--- config.mk ---
export PLATFORM = sky130hd
export DESIGN_NAME = fdlf_whole_mod
export DESIGN_NICKNAME = d
export VERILOG_FILES = /design/src/rtl/core/fdlf_pkg.sv /design/src/rtl/core/fdlf_whole_mod.sv
export SDC_FILE = /design/constraint.sdc
export NUM_CORES = 1
export LEC_CHECK = 0
export BUFFER_PORTS_ARGS = -buffer_cell sky130_fd_sc_hd__buf_2
export CAP_MARGIN = 15
export CORE_MARGIN = 1
export CORE_UTILIZATION = 48
export DETAILED_ROUTE_END_ITERATION = 8
export PLACE_DENSITY = 0.92
export SYNTH_ARGS = -nofsm -noshare
export SYNTH_HDL_FRONTEND = slang
export SYNTH_SLANG_ARGS = --single-unit
--- constraint.sdc ---
create_clock -name clk -period 1.8 [get_ports clk]
set_input_delay 0.09 -clock clk [delete_from_list [all_inputs] [get_ports clk]]
set_output_delay 0.09 -clock clk [all_outputs]
set_load 0.01 [all_outputs]
--- src/rtl/core/fdlf_pkg.sv ---
package fdlf_pkg;

	localparam int SAMPLE_W   = 24;
	localparam int GAIN_W     = 16;
	localparam int DELAY_W    = 25;
	localparam int FRAC_W     = 8;
	localparam int WHOLE_W    = DELAY_W - FRAC_W;
	localparam int CFG_IDX_W  = 3;
	localparam int CFG_DATA_W = DELAY_W;
	localparam int DEPTH_DEF  = 131072;

	// register map
	localparam logic [CFG_IDX_W-1:0] REG_DELAY  = 3'd0;
	localparam logic [CFG_IDX_W-1:0] REG_FB     = 3'd1;
	localparam logic [CFG_IDX_W-1:0] REG_WET    = 3'd2;
	localparam logic [CFG_IDX_W-1:0] REG_EXT_FB = 3'd3;
	localparam logic [CFG_IDX_W-1:0] REG_EXT_IN = 3'd4;

	// unity wet level in Q1.15
	localparam logic [GAIN_W:0] WET_ONE = 17'd32768;

	localparam int SAT_IN_W = 48;
	localparam logic signed [SAT_IN_W-1:0] SAT_HI = (48'sd1 <<< (SAMPLE_W - 1)) - 48'sd1;
	localparam logic signed [SAT_IN_W-1:0] SAT_LO = -SAT_HI - 48'sd1;

	function automatic logic signed [SAMPLE_W-1:0] sat_sample(
		input logic signed [SAT_IN_W-1:0] v
	);
		logic signed [SAT_IN_W-1:0] r;
		r = v;
		if (v > SAT_HI) begin
			r = SAT_HI;
		end else if (v < SAT_LO) begin
			r = SAT_LO;
		end
		return r[SAMPLE_W-1:0];
	endfunction

endpackage

--- src/rtl/core/fdlf_whole_mod.sv ---
module fdlf_whole_mod import fdlf_pkg::*; #(
	parameter int DEPTH = DEPTH_DEF
) (
	input  logic                      clk,
	input  logic                      arst_n,
	input  logic                      load,
	input  logic [WHOLE_W-1:0]        whole,
	output logic                      busy,
	output logic [$clog2(DEPTH)-1:0]  result
);

	localparam int AW   = $clog2(DEPTH);
	localparam int RW   = ((WHOLE_W > AW) ? WHOLE_W : AW) + 1;
	localparam int KMAX = (WHOLE_W > AW) ? (WHOLE_W - AW) : 0;
	localparam int KW   = (KMAX > 0) ? $clog2(KMAX + 1) : 1;

	logic [RW-1:0] rem_q;
	logic [KW-1:0] k_q;
	logic          busy_q;
	logic [RW-1:0] step_val;

	// restoring reduction, one shifted multiple of the depth per cycle
	assign step_val = RW'(DEPTH) << k_q;

	always_ff @(posedge clk or negedge arst_n) begin
		if (!arst_n) begin
			rem_q  <= '0;
			k_q    <= '0;
			busy_q <= 1'b0;
		end else if (load) begin
			rem_q  <= RW'(whole);
			k_q    <= KW'(KMAX);
			busy_q <= 1'b1;
		end else if (busy_q) begin
			if (rem_q >= step_val) begin
				rem_q <= rem_q - step_val;
			end
			if (k_q == '0) begin
				busy_q <= 1'b0;
			end else begin
				k_q <= k_q - 1'b1;
			end
		end
	end

	assign busy   = busy_q;
	assign result = rem_q[AW-1:0];

endmodule

==> flow_summary_export.csv, run 1 <==
group,metric,value,unit
timing,skew,0,ps
drt,drt-wirelength-per-cell,12.3,µm
cells_and_area,final_layout_size_suffix_gt1_frac,0.753,
timing,period_share,0.509,
synth,muxShareOfSynthArea,0.270,
synth,yosysTopAreaCell,"dfrtp_1",
clocking,cts_resized,0,
setup_path,path_depth,1,
cells_and_area,layout.nets,98,
cells_and_area,instances_no_fill,93,
timing,finalHoldViolations,0,
synth,syn_area_per_cell,15.5,µm²
die,dieArea,0.00191,mm²
setup_path,critPathBufInv,1,
setup_path,path_class,"reg -> out",
drt,dr.pass1.iters,5,
clocking,clkTransAtPathRegs,100,ps
clocking,cts.sinks,18,
status,run_status,"complete, but fails checks",
status,violations,"design-rule violations",
pwr,totalPowerFinal,0.849,mW
timing,final_max_slew_viol_count,0,
setup_path,end_kind,"output port",
timing,finalSetupTns,0,ps
setup_path,cp.required,1710,ps
pwr,p_per_area,916,mW/mm²
place,dp.cells,88,
setup_path,critical_path.top_delay_family,"flip-flops",
synth,yosys_warnings,0,
die,rows,14,
timing,finalSetupViolCount,0,
clocking,cts.path.max_buffers,2,
setup_path,r2r_end,"rem_q[14]",
min_path,hold_class,"in -> reg",
timing,worstMarginPinSlew,462,ps
synth,synth_top_family_by_area,"multiplexers",
clocking,cts_tree,"built",
die,ios,38,
setup_path,worstPathArrival,830,ps
timing,rsz0062_at_grt,"false",
clocking,numCtsBuffers,3,
synth,ys_seq_elements,18,
drt,drt-total-wl,1140,µm
drt,viasPerCell,4.55,
synth,synth_nets,74,
synth,yosysUniqueCellTypes,6,
setup_path,start_kind,"flop",
synth,synth_compound_area_frac,0,
setup_path,r2r_slack,1030,ps
cells_and_area,syn2layout_area_growth,11.1,%
drt,drt-initial-drc-count,3,
timing,layout_setup_ws,884,ps
die,initial_core_util,0.535,
timing,period_needed,916,ps
synth,synth_top_area_share,0.540,
synth,netlist_area,835,µm²
timing,relSlewSlack,0.692,
drt,antenna_left,0,
setup_path,slowest_stage,"dfrtp_1",
setup_path,rr_worst_depth,1,
place,gp_congestion,0.619,
min_path,holdPathStages,2,
grt,antenna_found_initial,0,
grt,grt_pass1_vias,436,
synth,seq_area_frac_synth,0.540,
grt,grt_max_degree,19,
grt,grt_pass1_wl,1920,µm
drt,vias,423,
place,dp_slack,792,ps
synth,synth-xor-area-share,0,
synth,synthTopCellsByArea,"dfrtp_1, mux2_4, buf_4",
pwr,peakVddDrop,0.539,mV
clocking,clk_latency,280,ps
timing,fmax,1090,MHz
grt,grt.overflow.total,0,
synth,synthCells,54,
clocking,h-tree-depth,1,
pwr,p_leak,0.487,nW
die,dieWidth,43.7,µm
synth,synth-simple-area-share,0,
min_path,whs_endpoint,"rem_q[2]",
setup_path,critPathMaxFanout,2,
cells_and_area,final_core_util,0.595,
setup_path,max_stage_delay,400,ps
die,die_h,43.7,µm
cells_and_area,diodes,0,
synth,synthAdderAreaFrac,0,
job,max_cap_viol_count,0,
place,port_buffers,37,
grt,grt_usage,0.141,
die,coreArea,0.00156,mm²
setup_path,crit_chain,"buf_2",
setup_path,reg2reg_from,"rem_q[14]",
min_path,worstHoldStart,"whole[2]",
clocking,cts_root_buf,"clkbuf_4",
drt,drc_errors,1,
==> per-stage QoR <==
stage | hold slack (ps) | instance area (µm²)
floorplan | -206 | 835
global placement | 23.0 | 881
detailed placement | 31.5 | 881
CTS | 16.8 | 927
global route | 2.93 | 927
finish | 27.1 | 927
==> synthesized netlist by cell type <==
library cell  count
buf_4            17
buf_12            1
buf_6             1
mux2_4            9
mux2_2            8
dfrtp_1          18
==> state kept, by name, indices dropped and copies added, names as in the netlist <==
signal  cells
rem_q      17
busy        1
==> report_power, final <==
part,switching [mW],internal [mW]
logic,0.0638,0.0874
clock network,0.113,0.123
registers,0.0187,0.443
==> placed cells by master, fill, tap and decap left out <==
master	netlist	routed
dfrtp_1	18	18
buf_2	0	37
mux2_4	9	9
dlygate4sd3_1	0	1
clkbuf_4	0	3
mux2_2	8	8
clkbuf_8	0	1
==> cell families (layout without fill, tap and decap cells) <==
family	Yosys count	after routing
buf+inv	19	42
flops	18	18
mux	17	17
==> routing by layer <==
metal	up-vias	track usage	part of all wire
li1	210	-	-
met1	203	0.185	0.46
met2	10	0.212	0.52
met3	0	0.0250	0.021
met4	0	0.0938	0
met5	-	0	0
==> how the worst max path moves through the flow <==
| stage | endpoint | slack, ps | start |
|---|---|---|---|
| detailed placement | rem_q[6] | 790 | load |
| global route | result[1] | 830 | rem_q[1] |
| finish | result[14] | 880 | rem_q[14] |
| CTS | result[14] | 870 | rem_q[14] |
| floorplan | rem_q[0] | 1050 | load |
| global placement | rem_q[13] | 820 | load |
==> layout make-up <==
cell class / instances / area, µm²
fillers: 123 / 632
flip-flops and latches: 18 / 450
multi-input cells: 17 / 225
repair buffers: 38 / 195
clock buffers: 4 / 36.3
well taps: 16 / 20.0
==> timing repair <==
item                       4_1_cts  5_1_grt
hold buffers                     1        0
hold endpoints to repair        18        0
setup buffers                    0        0
setup endpoints to repair        0        0
Power figures use the tool's default switching activity.
==> inputs of run 2 (changes only) <==
--- a/config.mk
+++ b/config.mk
@@ -8,9 +8,9 @@
 export BUFFER_PORTS_ARGS = -buffer_cell sky130_fd_sc_hd__buf_2
 export CAP_MARGIN = 15
 export CORE_MARGIN = 1
-export CORE_UTILIZATION = 48
+export CORE_UTILIZATION = 44
 export DETAILED_ROUTE_END_ITERATION = 8
-export PLACE_DENSITY = 0.92
+export PLACE_DENSITY = 0.86
 export SYNTH_ARGS = -nofsm -noshare
 export SYNTH_HDL_FRONTEND = slang
 export SYNTH_SLANG_ARGS = --single-unit
==> constraint.sdc (replaced) <==
create_clock -name clk -period 0.94 [get_ports clk]
set_input_delay 0.047 -clock clk [delete_from_list [all_inputs] [get_ports clk]]
set_output_delay 0.047 -clock clk [all_outputs]
set_load 0.01 [all_outputs]
==> run 2 against run 1 <==
The run now ends clean. Flip-flop and latch count is the same. Sequential share of layout area is 8.7 points lower. Routed wire length increased by 23%. Design area increased by 22%. Die area grew 8.7%. Highest routed layer is now met4. Setup slack worse by 810 ps. Via count up 23%. Sequential power rose by 92%. Critical path depth is the same. Critical path type unchanged. Global-route usage grew 1.2 points. First-iteration DRC count down 33%. Largest cell class unchanged. Critical endpoint unchanged.
==> flow_summary_export.csv, run 2 (synthesis gave the netlist of run 1 again) <==
group,metric,value,unit
status,run_status,"complete, no violations",
clocking,cts_tree,"built",
setup_path,slowest_stage,"dfrtp_1",
cells_and_area,largest_reg_flops,17,
timing,finalSetupViolCount,0,
die,rows,15,
cells_and_area,final_layout_size_suffix_gt1_frac,0.621,
timing,finalHoldViolations,0,
cells_and_area,final_common_cell,"buf_2",
clocking,clk_latency,280,ps
timing,period_needed,868,ps
drt,drt-initial-drc-count,2,
clocking,cts.sinks,18,
setup_path,critical_path.top_delay_family,"flip-flops",
setup_path,critPathBufInv,1,
grt,grt_pass1_vias,540,
pwr,totalPowerFinal,1.69,mW
drt,vias,521,
setup_path,cp-startpoint,"rem_q[14]",
setup_path,worstPathArrival,820,ps
timing,whs,78.5,ps
drt,drc_errors,0,
cells_and_area,layout.nets,116,
grt,grt_max_degree,19,
setup_path,cp.required,890,ps
cells_and_area,instances_no_fill,120,
pwr,p_leak,0.567,nW
setup_path,max_stage_delay,400,ps
timing,period_share,0.924,
clocking,numCtsBuffers,3,
grt,antenna_found_initial,0,
place,gp_congestion,0.598,
timing,finalSetupTns,0,ps
die,coreArea,0.00175,mm²
pwr,peakVddDrop,0.763,mV
grt,grt_pass1_wl,2170,µm
job,max_cap_viol_count,0,
clocking,cts_root_buf,"clkbuf_4",
timing,worstMarginPinSlew,374,ps
timing,skew,0,ps
timing,relSlewSlack,0.751,
cells_and_area,syn2layout_area_growth,35.2,%
drt,antenna_left,0,
die,dieArea,0.00207,mm²
grt,grt_usage,0.152,
pwr,p_per_area,1500,mW/mm²
timing,fmax,1150,MHz
drt,drt-wirelength-per-cell,11.7,µm
die,ios,38,
place,dp.cells,98,
grt,grt.overflow.total,0,
die,dieWidth,45.6,µm
setup_path,end_kind,"output port",
cells_and_area,largest-register,"rem_q",
setup_path,crit_chain,"buf_2",
drt,viasPerCell,4.34,
clocking,clkTransAtPathRegs,90,ps
cells_and_area,layout_common_cells,"buf_2, dfrtp_1, dlygate4sd3_1",
min_path,worstHoldStart,"load",
clocking,h-tree-depth,1,
setup_path,path_class,"reg -> out",
min_path,hold_class,"in -> reg",
setup_path,critPathMaxFanout,2,
cells_and_area,diodes,0,
drt,dr.pass1.iters,2,
drt,drt-total-wl,1410,µm
setup_path,reg2reg_from,"rem_q[2]",
die,die_h,45.6,µm
timing,rsz0062_at_grt,"false",
place,port_buffers,37,
die,initial_core_util,0.478,
timing,final_max_slew_viol_count,0,
clocking,cts.path.max_buffers,2,
setup_path,start_kind,"flop",
[run 2: area by class of cell]
cell class / instances / area (µm²)
Fill cell: 145 / 617
Tap cell: 25 / 31.3
Clock buffer: 4 / 36.3
Multi-Input combinational cell: 17 / 225
Sequential cell: 18 / 450
Timing Repair Buffer: 56 / 385
[run 2: repair_timing]
action                                 in CTS  in global routing
gates resized for setup                     0                  0
endpoints found under the hold margin      35                  0
setup buffers                               0                  0
hold buffers                               18                  0
[run 2: path summary, 6_finish.rpt]
path | to | slack (ps) | depth (start not counted)
setup / recovery | result[14] | 70 | 1
hold / removal | busy | 80 | 2
setup reg to reg | rem_q[2] | 170 | 1
min in group asynchronous | rem_q[4] | 210 | 2
max in group asynchronous | rem_q[13] | 470 | 2
hold reg to reg | rem_q[6] | 510 | 1
[run 2: power breakdown]
part,total [mW],internal [mW],switching (mW)
registers,0.887,0.849,0.0377
logic,0.354,0.221,0.133
clock network,0.451,0.236,0.215
[run 2: metrics by stage]
stage | setup slack [ps] | utilization | cell area (µm²)
floorplan | 211 | - | 835
global placement | 166 | 0.523 | 912
detailed placement | 137 | 0.523 | 912
CTS | 50.3 | 0.647 | 1130
global route | 22.3 | 0.647 | 1130
finish | 71.7 | 0.647 | 1130
[run 2: routing by layer]
layer / routed length, µm / GRT usage / vias up
li1: - / - / 246
met1: 576 / 0.151 / 255
met2: 773 / 0.291 / 18
met3: 45 / 0.0119 / 2
met4: 14 / 0.109 / 0
met5: 0 / 0 / -
